$ cat config.mk
export PLATFORM = sky130hd
export DESIGN_NAME = bracket_scope_capture_core
export DESIGN_NICKNAME = d
export VERILOG_FILES = /design/src/design/bsc_pkg.sv /design/src/design/bracket_scope_capture_core.sv /design/src/design/bsc_depth_ctr.sv
export VERILOG_INCLUDE_DIRS = /design/src /design/src/design
export SDC_FILE = /design/constraint.sdc
export NUM_CORES = 1
export LEC_CHECK = 0
export BUFFER_PORTS_ARGS = -buffer_cell sky130_fd_sc_hd__clkbuf_2
export CAP_MARGIN = 20
export CORE_AREA = 2 2 131 133
export CTS_CLUSTER_DIAMETER = 100
export DETAILED_ROUTE_END_ITERATION = 10
export DIE_AREA = 0 0 133 135
export MAX_ROUTING_LAYER = met4
export PLACE_DENSITY = 0.53
export SLEW_MARGIN = 20
export SYNTH_ARGS = -nofsm -noshare
export SYNTH_HDL_FRONTEND = slang
export SYNTH_SLANG_ARGS = --single-unit
$ cat constraint.sdc
create_clock -name clk -period 6.4 [get_ports clk]
set_input_delay 0.64 -clock clk [delete_from_list [all_inputs] [get_ports clk]]
set_output_delay 0.64 -clock clk [all_outputs]
set_load 0.1 [all_outputs]
$ cat src/design/assert_macros.svh
// Assertion macros used by the bracket scope capture core.
`ifndef ASSERT_MACROS_SVH
`define ASSERT_MACROS_SVH

// Same-cycle implication, clocked on clk and disabled during reset.
`define ASSERT_IMP(lbl, ant, cons) \
	lbl: assert property (@(posedge clk) disable iff (!arst_n) (ant) |-> (cons)) \
		else $error("assertion failed");

// Next-cycle implication, clocked on clk and disabled during reset.
`define ASSERT_NEXT(lbl, ant, cons) \
	lbl: assert property (@(posedge clk) disable iff (!arst_n) (ant) |=> (cons)) \
		else $error("assertion failed");

`endif

$ cat src/design/bsc_pkg.sv
// Types, constants and register codes for the bracket scope capture core.
package bsc_pkg;

	localparam int DEPTH_BITS_DEF  = 8;
	localparam int LENGTH_BITS_DEF = 16;
	localparam int BYTE_W          = 8;
	localparam int REPORT_W        = 16;
	localparam int STATUS_W        = 3;

	typedef enum logic [STATUS_W-1:0] {
		ST_OPEN         = 3'd0,
		ST_BODY         = 3'd1,
		ST_CLOSED       = 3'd2,
		ST_NO_OPENER    = 3'd3,
		ST_UNTERMINATED = 3'd4
	} status_t;

	typedef enum logic {
		REG_OPENER = 1'b0,
		REG_CLOSER = 1'b1
	} reg_idx_t;

	localparam logic [BYTE_W-1:0] OPENER_RST = 8'd40;
	localparam logic [BYTE_W-1:0] CLOSER_RST = 8'd41;

	localparam logic [BYTE_W-1:0] CH_ROUND_L  = 8'h28;
	localparam logic [BYTE_W-1:0] CH_ROUND_R  = 8'h29;
	localparam logic [BYTE_W-1:0] CH_SQUARE_L = 8'h5B;
	localparam logic [BYTE_W-1:0] CH_SQUARE_R = 8'h5D;
	localparam logic [BYTE_W-1:0] CH_CURLY_L  = 8'h7B;
	localparam logic [BYTE_W-1:0] CH_CURLY_R  = 8'h7D;
	localparam logic [BYTE_W-1:0] CH_POINTY_L = 8'h3C;
	localparam logic [BYTE_W-1:0] CH_POINTY_R = 8'h3E;

	typedef struct packed {
		logic clr;
		logic inc;
		logic dec;
	} depth_ctl_t;

endpackage

$ cat src/design/bracket_scope_capture_core.sv
// Top level of the bracket scope capture core: handshake, scope control and result register.
// A result word is registered and appears in the cycle after its input word is accepted.
// Throughput: one word per cycle while results are taken; the result register frees whenever it is taken.
// Scope state, depths and count are updated in the cycle a word is accepted.
// Reset (arst_n, asynchronous, active low) returns to idle, clears depths and count,
// and loads the opener and closer registers with '(' and ')'.
module bracket_scope_capture_core #(
	parameter int DEPTH_BITS  = bsc_pkg::DEPTH_BITS_DEF,
	parameter int LENGTH_BITS = bsc_pkg::LENGTH_BITS_DEF
) (
	input  logic                          clk,
	input  logic                          arst_n,
	input  logic                          cfg_we,
	input  logic                          cfg_index,
	input  logic [bsc_pkg::BYTE_W-1:0]    cfg_data,
	input  logic                          s_axis_tvalid,
	output logic                          s_axis_tready,
	// Fields from bit 0: data_byte[7:0].
	input  logic [7:0]                    s_axis_tdata,
	input  logic                          s_axis_tlast,
	output logic                          m_axis_tvalid,
	input  logic                          m_axis_tready,
	// Fields from bit 0: body_byte[7:0], body_length[23:8].
	output logic [23:0]                   m_axis_tdata,
	// Fields from bit 0: status[2:0].
	output logic [bsc_pkg::STATUS_W-1:0]  m_axis_tuser
);
	import bsc_pkg::*;

	localparam int CMP_W = (LENGTH_BITS > REPORT_W) ? LENGTH_BITS : REPORT_W;

	logic [BYTE_W-1:0]      opener_q;
	logic [BYTE_W-1:0]      closer_q;
	logic                   in_scope_q;
	logic [LENGTH_BITS-1:0] count_q;

	logic                   s_fire;
	logic [BYTE_W-1:0]      b;
	logic                   eos;
	logic                   all_zero;
	logic                   z_round, z_square, z_curly, z_pointy;
	depth_ctl_t             ctl_round, ctl_square, ctl_curly, ctl_pointy;

	logic                   scope_next;
	logic [LENGTH_BITS-1:0] count_next;
	logic [CMP_W-1:0]       count_ext;
	logic [REPORT_W-1:0]    report_len;
	status_t                status_d;
	logic [BYTE_W-1:0]      body_d;
	logic [REPORT_W-1:0]    length_d;
	logic                   clr_all;
	logic                   bump;

	status_t                status_q;
	logic [BYTE_W-1:0]      body_q;
	logic [REPORT_W-1:0]    length_q;
	logic                   out_valid_q;

	assign s_axis_tready = !out_valid_q || m_axis_tready;
	assign s_fire        = s_axis_tvalid && s_axis_tready;
	assign b             = s_axis_tdata;
	assign eos           = s_axis_tlast;
	assign all_zero      = z_round && z_square && z_curly && z_pointy;

	always_ff @(posedge clk or negedge arst_n) begin
		if (!arst_n) begin
			opener_q <= OPENER_RST;
			closer_q <= CLOSER_RST;
		end else if (cfg_we) begin
			unique case (reg_idx_t'(cfg_index))
				REG_OPENER: opener_q <= cfg_data;
				REG_CLOSER: closer_q <= cfg_data;
				default: ;
			endcase
		end
	end

	always_comb begin
		scope_next = in_scope_q;
		count_next = count_q;
		status_d   = ST_NO_OPENER;
		body_d     = '0;
		clr_all    = 1'b0;
		bump       = 1'b0;
		priority if (!in_scope_q) begin
			if (!eos && b == opener_q) begin
				scope_next = 1'b1;
				clr_all    = 1'b1;
				count_next = '0;
				status_d   = ST_OPEN;
			end
		end else if (eos) begin
			scope_next = 1'b0;
			clr_all    = 1'b1;
			count_next = '0;
			status_d   = ST_UNTERMINATED;
		end else if (all_zero && b == closer_q) begin
			scope_next = 1'b0;
			clr_all    = 1'b1;
			count_next = '0;
			status_d   = ST_CLOSED;
		end else begin
			bump     = 1'b1;
			status_d = ST_BODY;
			body_d   = b;
			if (count_q != '1) begin
				count_next = count_q + LENGTH_BITS'(1);
			end
		end
	end

	// Body words report the count including themselves; close and end report the count so far.
	always_comb begin
		count_ext = (status_d == ST_BODY) ? CMP_W'(count_next) : CMP_W'(count_q);
		if (count_ext > CMP_W'({REPORT_W{1'b1}})) begin
			report_len = '1;
		end else begin
			report_len = count_ext[REPORT_W-1:0];
		end
		if (status_d == ST_BODY || status_d == ST_CLOSED || status_d == ST_UNTERMINATED) begin
			length_d = report_len;
		end else begin
			length_d = '0;
		end
	end

	always_comb begin
		ctl_round  = '{clr: s_fire && clr_all, inc: s_fire && bump && b == CH_ROUND_L,
		               dec: s_fire && bump && b == CH_ROUND_R};
		ctl_square = '{clr: s_fire && clr_all, inc: s_fire && bump && b == CH_SQUARE_L,
		               dec: s_fire && bump && b == CH_SQUARE_R};
		ctl_curly  = '{clr: s_fire && clr_all, inc: s_fire && bump && b == CH_CURLY_L,
		               dec: s_fire && bump && b == CH_CURLY_R};
		ctl_pointy = '{clr: s_fire && clr_all, inc: s_fire && bump && b == CH_POINTY_L,
		               dec: s_fire && bump && b == CH_POINTY_R};
	end

	bsc_depth_ctr #(.DEPTH_BITS(DEPTH_BITS)) u_round (
		.clk(clk), .arst_n(arst_n), .ctl(ctl_round), .is_zero(z_round)
	);
	bsc_depth_ctr #(.DEPTH_BITS(DEPTH_BITS)) u_square (
		.clk(clk), .arst_n(arst_n), .ctl(ctl_square), .is_zero(z_square)
	);
	bsc_depth_ctr #(.DEPTH_BITS(DEPTH_BITS)) u_curly (
		.clk(clk), .arst_n(arst_n), .ctl(ctl_curly), .is_zero(z_curly)
	);
	bsc_depth_ctr #(.DEPTH_BITS(DEPTH_BITS)) u_pointy (
		.clk(clk), .arst_n(arst_n), .ctl(ctl_pointy), .is_zero(z_pointy)
	);

	always_ff @(posedge clk or negedge arst_n) begin
		if (!arst_n) begin
			in_scope_q  <= 1'b0;
			count_q     <= '0;
			out_valid_q <= 1'b0;
		end else begin
			if (s_fire) begin
				in_scope_q  <= scope_next;
				count_q     <= count_next;
				out_valid_q <= 1'b1;
			end else if (m_axis_tready) begin
				out_valid_q <= 1'b0;
			end
		end
	end

	always_ff @(posedge clk) begin
		if (s_fire) begin
			status_q <= status_d;
			body_q   <= body_d;
			length_q <= length_d;
		end
	end

	assign m_axis_tvalid = out_valid_q;
	assign m_axis_tdata  = {length_q, body_q};
	assign m_axis_tuser  = status_q;

`include "assert_macros.svh"

	`ASSERT_NEXT(a_no_opener, s_fire && !in_scope_q && (eos || b != opener_q), m_axis_tvalid && m_axis_tuser == ST_NO_OPENER)
	`ASSERT_NEXT(a_eos_exit, s_fire && in_scope_q && eos, !in_scope_q && m_axis_tuser == ST_UNTERMINATED)
	`ASSERT_IMP(a_body_len, m_axis_tvalid && m_axis_tuser == ST_BODY, m_axis_tdata[23:8] != '0)

endmodule

$ cat src/design/bsc_depth_ctr.sv
// Saturating signed nesting depth counter for one bracket kind.
module bsc_depth_ctr #(
	parameter int DEPTH_BITS = bsc_pkg::DEPTH_BITS_DEF
) (
	input  logic                clk,
	input  logic                arst_n,
	input  bsc_pkg::depth_ctl_t ctl,
	output logic                is_zero
);
	import bsc_pkg::*;

	localparam logic signed [DEPTH_BITS-1:0] D_HI = {1'b0, {(DEPTH_BITS-1){1'b1}}};
	localparam logic signed [DEPTH_BITS-1:0] D_LO = {1'b1, {(DEPTH_BITS-1){1'b0}}};

	logic signed [DEPTH_BITS-1:0] depth_q;

	always_ff @(posedge clk or negedge arst_n) begin
		if (!arst_n) begin
			depth_q <= '0;
		end else begin
			priority if (ctl.clr) begin
				depth_q <= '0;
			end else if (ctl.inc && depth_q != D_HI) begin
				depth_q <= depth_q + DEPTH_BITS'(1);
			end else if (ctl.dec && depth_q != D_LO) begin
				depth_q <= depth_q - DEPTH_BITS'(1);
			end else begin
				depth_q <= depth_q;
			end
		end
	end

	assign is_zero = (depth_q == '0);

endmodule
==> results of run 1 <==
-- worst max-delay path: cells and delay by family, from the launching register on --
family                     cells  cell delay (ns)
DFF                            1             0.42
AOI/OAI and AO/OA              3             0.70
adders and majority gates      1             0.30
xor gates and xnor gates       1             0.15
muxes                          1             0.39
and+or+nand+nor                7             1.87
-- Yosys cell counts, types with 9 or more instances --
| cell | n |
|---|---|
| ha_1 | 25 |
| xnor2_1 | 25 |
| and2_1 | 11 |
| nand2_1 | 44 |
| nand3_1 | 14 |
| nor3_1 | 20 |
| o21ai_1 | 11 |
| nor2_1 | 49 |
| a21o_1 | 10 |
| or3_1 | 10 |
| o21ai_0 | 30 |
| mux2_2 | 18 |
| nand4_1 | 18 |
| xor2_1 | 17 |
| edfxtp_1 | 27 |
| inv_1 | 20 |
| dfrtp_1 | 61 |
| a21oi_1 | 28 |
| clkbuf_1 | 9 |
| mux2i_1 | 10 |
| nand2b_1 | 10 |
-- flip-flops by register name, summed over array words and instances, names as in the netlist --
register and count:
count_q 16, u_round.depth_q 8, opener_q 8, m_axis_tuser 3, m_axis_tvalid 1, body_q 8, u_curly.depth_q 8, u_square.depth_q 8
u_pointy.depth_q 8, length_q 16, in_scope_q 1, closer_q 8
-- layer usage --
| metal | wire length (µm) | global-route usage, % | vias to the layer above |
|---|---|---|---|
| met3 | 562 | 3.116 | 8 |
| met2 | 6867 | 27.40 | 79 |
| met4 | 127 | 4.898 | 0 |
| met1 | 5903 | 19.06 | 2150 |
| met5 | 0 | - | - |
| li1 | - | - | 2211 |
-- per-stage QoR --
step | cells | setup slack [ns]
6_report | 849 | 2.414
5_1_grt | 849 | 2.060
4_1_cts | 849 | 2.401
3_5_place_dp | 833 | 2.405
3_3_place_gp | 833 | 2.421
2_1_floorplan | 580 | 2.132
-- worst paths after layout --
kind,from,to,slack (ns),cells after the start
worst max-delay path,u_curly.depth_q[2]$_DFFE_PN0P_,u_curly.depth_q[7]$_DFFE_PN0P_,2.41,13
worst min-delay path,arst_n,count_q[9]$_DFFE_PN0P_,0.48,2
worst max register to register,u_curly.depth_q[2]$_DFFE_PN0P_,u_curly.depth_q[7]$_DFFE_PN0P_,2.41,13
worst min register to register,opener_q[7]$_DFFE_PN0P_,opener_q[7]$_DFFE_PN0P_,0.53,1
max in group asynchronous,arst_n,u_curly.depth_q[0]$_DFFE_PN0P_,5.33,2
min in group clk,opener_q[7]$_DFFE_PN0P_,opener_q[7]$_DFFE_PN0P_,0.53,1
-- power breakdown --
| group | total (mW) | internal, mW | switching, mW |
|---|---|---|---|
| clock network | 0.502 | 0.264 | 0.238 |
| registers | 0.686 | 0.656 | 0.0304 |
| logic | 0.277 | 0.0789 | 0.198 |
| total | 1.46 | 0.998 | 0.466 |
-- layout make-up --
type | instances | area (µm²) | share of cell area, %
multi-input combinational | 444 | 3042 | 47.42
sequential | 93 | 2469 | 38.49
timing repair buffer | 54 | 277.8 | 4.331
tap | 220 | 275.3 | 4.292
clock buffer | 11 | 232.7 | 3.629
inverter | 22 | 82.58 | 1.288
clock inverter | 5 | 35.03 | 0.5462
-- logic make-up (layout without fill, tap and decap cells) --
logic type	after synthesis	count (layout)	synth area share, %
and+or+nand+nor	214	214	19.77
AOI/OAI and AO/OA	131	131	14.84
DFF	93	93	43.19
buffers and inverters	43	92	3.590
xor gates and xnor gates	42	42	6.436
adders and majority gates	29	29	6.874
muxes	28	28	5.298
==> results.yml, run 1 <==
global_routing:
  grt_pass1_vias: 4419
  track_usage_pct: 15.97
  grt_pass1_wl_mm: 22.20
  overflow: 0
  antenna_found_initial: 0
  grt_max_degree: 67
timing:
  holdWs_ns: 0.4803
  hold_violations: 0
  slew_headroom_pct: 40.49
  period_share_pct: 62.28
  fmax_mhz: 250.9
  tns_ns: 0
  clock_skew_ns: 0.008255
  setup_viol: 0
  min_period_ns: 3.986
  worst_pin_slew_ns: 0.8926
  finalMaxSlewViolations: 0
  grt_setup_unrepaired: "false"
critical_path:
  critPathMostFrequentCell: "nand4_1"
  path_cells: "nor4_1 > nand4_1 > nor3_1 > nand2_2 > nand4_1 > ha_1 > a21oi_1 > o211ai_1 > o41ai_1 > mux2_2 > nand4_1 > xor2_1 > nor2_1"
  critPathRequiredTime_ns: 6.61
  cp-end-kind: "register"
  slowest_delay_ns: 0.48
  path_max_fanout: 11
  worst-setup-path-type: "register to register"
  crit_arrival_ns: 4.19
  cp_slowest_cell: "nor4_1"
  startpoint_type: "register"
power_and_ir_drop:
  leakagePower_nw: 2.611
  powerDensity_nw_per_um2: 228.4
  vdd_drop_max_mv: 0.1347
  fin_total_pwr_mw: 1.465
clock_tree:
  root_buffer: "clkbuf_16"
  cts_tree: "done"
  cts_resized: 0
  postCtsSetupBuffers: 0
  ctsHoldBuffers: 0
  cts_buffers: 9
  clk_pin_slew_ns: 0.06
  h-tree-depth: 3
  clock_path_buffers: 2
  clock_sinks: 93
  clk_latency_ns: 0.36
cells_and_area:
  num-fill-cells: 1600
  final_common_cell: "dfrtp_1"
  num_antenna_cells: 0
  most-common-layout-cells: "dfrtp_1, clkbuf_2, nor2_1, nand2_1, o21ai_0"
  nets: 676
  area_growth_pct: 12.22
  utilization_pct: 39.09
  drive_gt1_share_pct: 16.85
  final_area_um2: 6414
yosys:
  ys.flop_type: "dfrtp_1"
  synth_nets: 632
  synthArstFlopShare_pct: 70.97
  yosysTopAreaCell: "dfrtp_1"
  syn_area_per_cell_um2: 9.854
  synth_edf_count: 27
  synth_seq_area_share_pct: 43.19
  synth-seq-cells: 93
  syn_area_um2: 5715
  synth-warning-count: 0
  synth_cells: 580
  ys_types: 65
  synth_top_area_share_pct: 26.71
  yosys-top-cells-area: "dfrtp_1, edfxtp_1, ha_1"
floorplanning:
  start_util_pct: 34.84
  die_height_um: 135
  die_w_um: 133
  rows: 47
  boundaryPins: 52
  core-area_um2: 16410
  dieArea_um2: 17960
route:
  num_vias: 4448
  routed_wl_mm: 13.46
  drtPass1Iterations: 5
  drt_iter0_drc: 246
  avgRoutedWirePerCell_um: 15.85
  vias_per_cell: 5.239
  ant_nets: 0
  drc: 0
place:
  io_buffers: 51
  place_congestion: 0.8395
  hpwl_mm: 9.785
  placed_cell_area_um2: 6146
min_path:
  hp-class: "input pin to asynchronous set/reset pin"
job:
  maxCapViolCount: 0
status:
  status: "finished clean"
Power figures use the tool's default switching activity.
==> run 2, diff against run 1 <==
--- a/config.mk
+++ b/config.mk
@@ -6,12 +6,13 @@
 export SDC_FILE = /design/constraint.sdc
 export NUM_CORES = 1
 export LEC_CHECK = 0
+export ABC_AREA = 1
 export BUFFER_PORTS_ARGS = -buffer_cell sky130_fd_sc_hd__clkbuf_2
 export CAP_MARGIN = 20
-export CORE_AREA = 2 2 131 133
+export CORE_AREA = 2 2 135 137
 export CTS_CLUSTER_DIAMETER = 100
 export DETAILED_ROUTE_END_ITERATION = 10
-export DIE_AREA = 0 0 133 135
+export DIE_AREA = 0 0 137 139
 export MAX_ROUTING_LAYER = met4
 export PLACE_DENSITY = 0.53
 export SLEW_MARGIN = 20
==> constraint.sdc (replaced) <==
create_clock -name clk -period 3.9 [get_ports clk]
set_input_delay 0.39 -clock clk [delete_from_list [all_inputs] [get_ports clk]]
set_output_delay 0.39 -clock clk [all_outputs]
set_load 0.1 [all_outputs]
==> run 2 against run 1 <==
Area after synthesis rose by 5.2%. Register-to-register slack got worse by 1.5 ns. Largest power group unchanged. Non-clock buffer count rose by 1. Critical path type unchanged. Final cell count rose by 27%. Setup slack got worse by 1.5 ns. Via count rose by 16%. Synthesized cell count rose by 36%. Clock power rose by 70%. Clock skew rose by 0.00090 ns. Flip-flop and latch count did not move. Global-route usage rose by 0.62 points.
==> results.yml, run 2 <==
status:
  status: "finished clean"
cells_and_area:
  nets: 892
  most-common-layout-cells: "nand2_1, inv_1, nor2_1, o21ai_0, dfrtp_1"
  drive_gt1_share_pct: 13.14
  area_growth_pct: 12.57
  largest_registers: "count_q x16, length_q x16"
  finalNonFillerCells: 1074
  num_antenna_cells: 0
  final_common_cell: "nand2_1"
timing:
  min_period_ns: 3.008
  finalMaxSlewViolations: 0
  fmax_mhz: 332.5
  clock_skew_ns: 0.009157
  tns_ns: 0
  worst_pin_slew_ns: 0.7202
  grt_setup_unrepaired: "false"
  setup_viol: 0
  slew_headroom_pct: 51.99
  hold_violations: 0
  period_share_pct: 77.12
yosys:
  synthAdderAreaFrac_pct: 6.536
  ys.flop_type: "dfrtp_1"
  synth_top_family_by_area: "simple AND/OR/NAND/NOR gates"
  synthMuxAreaShare_pct: 0
  synth-seq-cells: 93
  synth_top_area_share_pct: 25.40
  synth_cells: 790
  ys_types: 44
  syn_area_per_cell_um2: 7.609
  yosys-top-cells-area: "dfrtp_1, edfxtp_1, nand2_1"
  syn_area_um2: 6011
  synthSimpleGateAreaFrac_pct: 27.52
  synthArstFlopShare_pct: 70.97
  synthXorXnorAreaFrac_pct: 2.914
  yosysTopAreaCell: "dfrtp_1"
  synth_nets: 842
  yosys-top-cells-count: "nand2_1, inv_1, nor2_1"
  synth_seq_area_share_pct: 41.07
  synth-warning-count: 0
  synth_compound_area_share_pct: 14.01
  synth_edf_count: 27
  synth.most_common_cell: "nand2_1"
route:
  ant_nets: 0
  avgRoutedWirePerCell_um: 13.27
  routed_wl_mm: 14.26
  drtPass1Iterations: 5
  drc: 0
  vias_per_cell: 4.803
  num_vias: 5158
  drt_iter0_drc: 257
power_and_ir_drop:
  leakagePower_nw: 3.240
  powerDensity_nw_per_um2: 440.0
  seqPwrFrac_pct: 43.1
  vdd_drop_max_mv: 0.3147
  p_clk_share_pct: 28.6
  combPwrFrac_pct: 28.2
  p_int_mw: 1.884
  p_switching_mw: 1.093
  sw_frac_of_total_pct: 36.72
min_path:
  hp-class: "input pin to asynchronous set/reset pin"
job:
  maxCapViolCount: 0
critical_path:
  r2r_end: "u_pointy.depth_q[6]$_DFFE_PN0P_"
  timing.rr.start: "u_curly.depth_q[4]$_DFFE_PN0P_"
  crit_path_start: "u_curly.depth_q[4]$_DFFE_PN0P_"
  worst-setup-path-type: "register to register"
  crit_arrival_ns: 3.24
  r2r_slack_ns: 0.89
  path_max_fanout: 7
  critPathRequiredTime_ns: 4.14
  crit_end: "u_pointy.depth_q[6]$_DFFE_PN0P_"
  startpoint_type: "register"
  reg2reg_depth: 19
  cp-end-kind: "register"
floorplanning:
  dieArea_um2: 19040
  rows: 49
  die_w_um: 137
  die_height_um: 139
  core-area_um2: 17660
  start_util_pct: 34.04
  boundaryPins: 52
clock_tree:
  clock_sinks: 93
  clk_pin_slew_ns: 0.07
  clock_path_buffers: 2
  h-tree-depth: 3
  root_buffer: "clkbuf_16"
  ctsHoldBuffers: 0
  cts_tree: "done"
  postCtsSetupBuffers: 0
  clk_latency_ns: 0.35
  cts_buffers: 9
  cts_resized: 0
place:
  hpwl_mm: 10.45
  place_congestion: 0.8422
  io_buffers: 51
  post-place-cells: 1058
global_routing:
  track_usage_pct: 16.58
  grt_pass1_wl_mm: 24.43
  grt_max_degree: 64
  grt_pass1_vias: 4921
  overflow: 0
  antenna_found_initial: 0
==> run 2: changes by cell type in the layout (fill, tap and decap cells not counted), moves of 11 or more <==
cell     previous run  this run
a21oi_1            28        49
and2_1             11         0
inv_1              20        87
inv_2               1        12
mux2_2             18         0
nand2_1            44       204
nand3_1            14        55
nor2_1             49        75
nor3_1             20         8
o21ai_0            30        72
xnor2_1            25         8
==> run 2: final cells by class <==
class | instances | area [µm²]
inverter | 100 | 376.6
clock inverter | 6 | 46.29
multi-input combinational | 581 | 3064
clock buffer | 10 | 239.0
fill | 1879 | 10890
timing repair buffer | 55 | 285.3
sequential | 93 | 2469
tap | 229 | 286.5
==> run 2: power by group through the flow <==
stage	clock, mW	sequential [mW]	combinational, mW
final	0.853	1.28	0.840
after detailed placement	0	1.30	0.844
after floorplan	0	1.36	0.585
after global routing	0.920	1.30	0.966
after CTS	0.889	1.28	0.847
after global placement	0	1.30	0.842
==> run 2: through the flow <==
stage / setup WS, ns / util [%] / cell area [µm²] / hold WS (ns) / power, mW
floorplan: 0.2196 / - / 6011 / 0.09441 / 1.948
global placement: 0.8370 / 36.71 / 6481 / 0.4736 / 2.143
detailed placement: 0.8213 / 36.71 / 6481 / 0.4865 / 2.143
CTS: 0.8400 / 38.32 / 6766 / 0.1053 / 3.018
global route: 0.4458 / 38.32 / 6766 / 0.1410 / 3.190
finish: 0.8922 / 38.32 / 6766 / 0.08447 / 2.977
==> run 2: worst max-delay path: stages, from the launching register on <==
cell and delay, ns:
dfrtp_1 0.43, nor2_1 0.20, nand2_1 0.07, nor2_1 0.10, nand2_1 0.09, nor2_1 0.13, nand2_2 0.13, nand3_4 0.14
nor2_1 0.08, inv_1 0.20, ha_1 0.33, nand2_1 0.08, nor2_1 0.04, a211oi_1 0.30, nor2_1 0.07, o21ai_0 0.15
nand2_1 0.08, xor2_1 0.14, nand2_1 0.06, nand2_1 0.05
==> run 2: how the worst min path moves through the flow <==
stage,from,endpoint,depth (start not counted)
2_1_floorplan,arst_n,closer_q[1]$_DFFE_PN0P_,0
3_3_place_gp,opener_q[1]$_DFFE_PN0P_,opener_q[1]$_DFFE_PN0P_,2
3_5_place_dp,arst_n,u_round.depth_q[4]$_DFFE_PN0P_,1
4_1_cts,arst_n,u_round.depth_q[6]$_DFFE_PN0P_,1
5_1_grt,arst_n,u_round.depth_q[6]$_DFFE_PN0P_,1
6_report,arst_n,u_round.depth_q[6]$_DFFE_PN0P_,1
==> run 2: cell families after synthesis <==
group                    count (synthesis)
flip-flops                              93
AND/OR/NAND/NOR                        378
XOR/XNOR                                20
adder cells (fa/ha/maj)                 29
buffers and inverters                  116
AO/OA/AOI/OAI                          154
==> run 2: routing by layer <==
layer  vias up  global-route usage (%)  routed length, µm
met4         0                   4.721                237
li1       2715                       -                  -
met1      2364                   21.02               6693
met3        12                   2.997                417
met2        67                   26.97               6908
met5         -                       -                  0
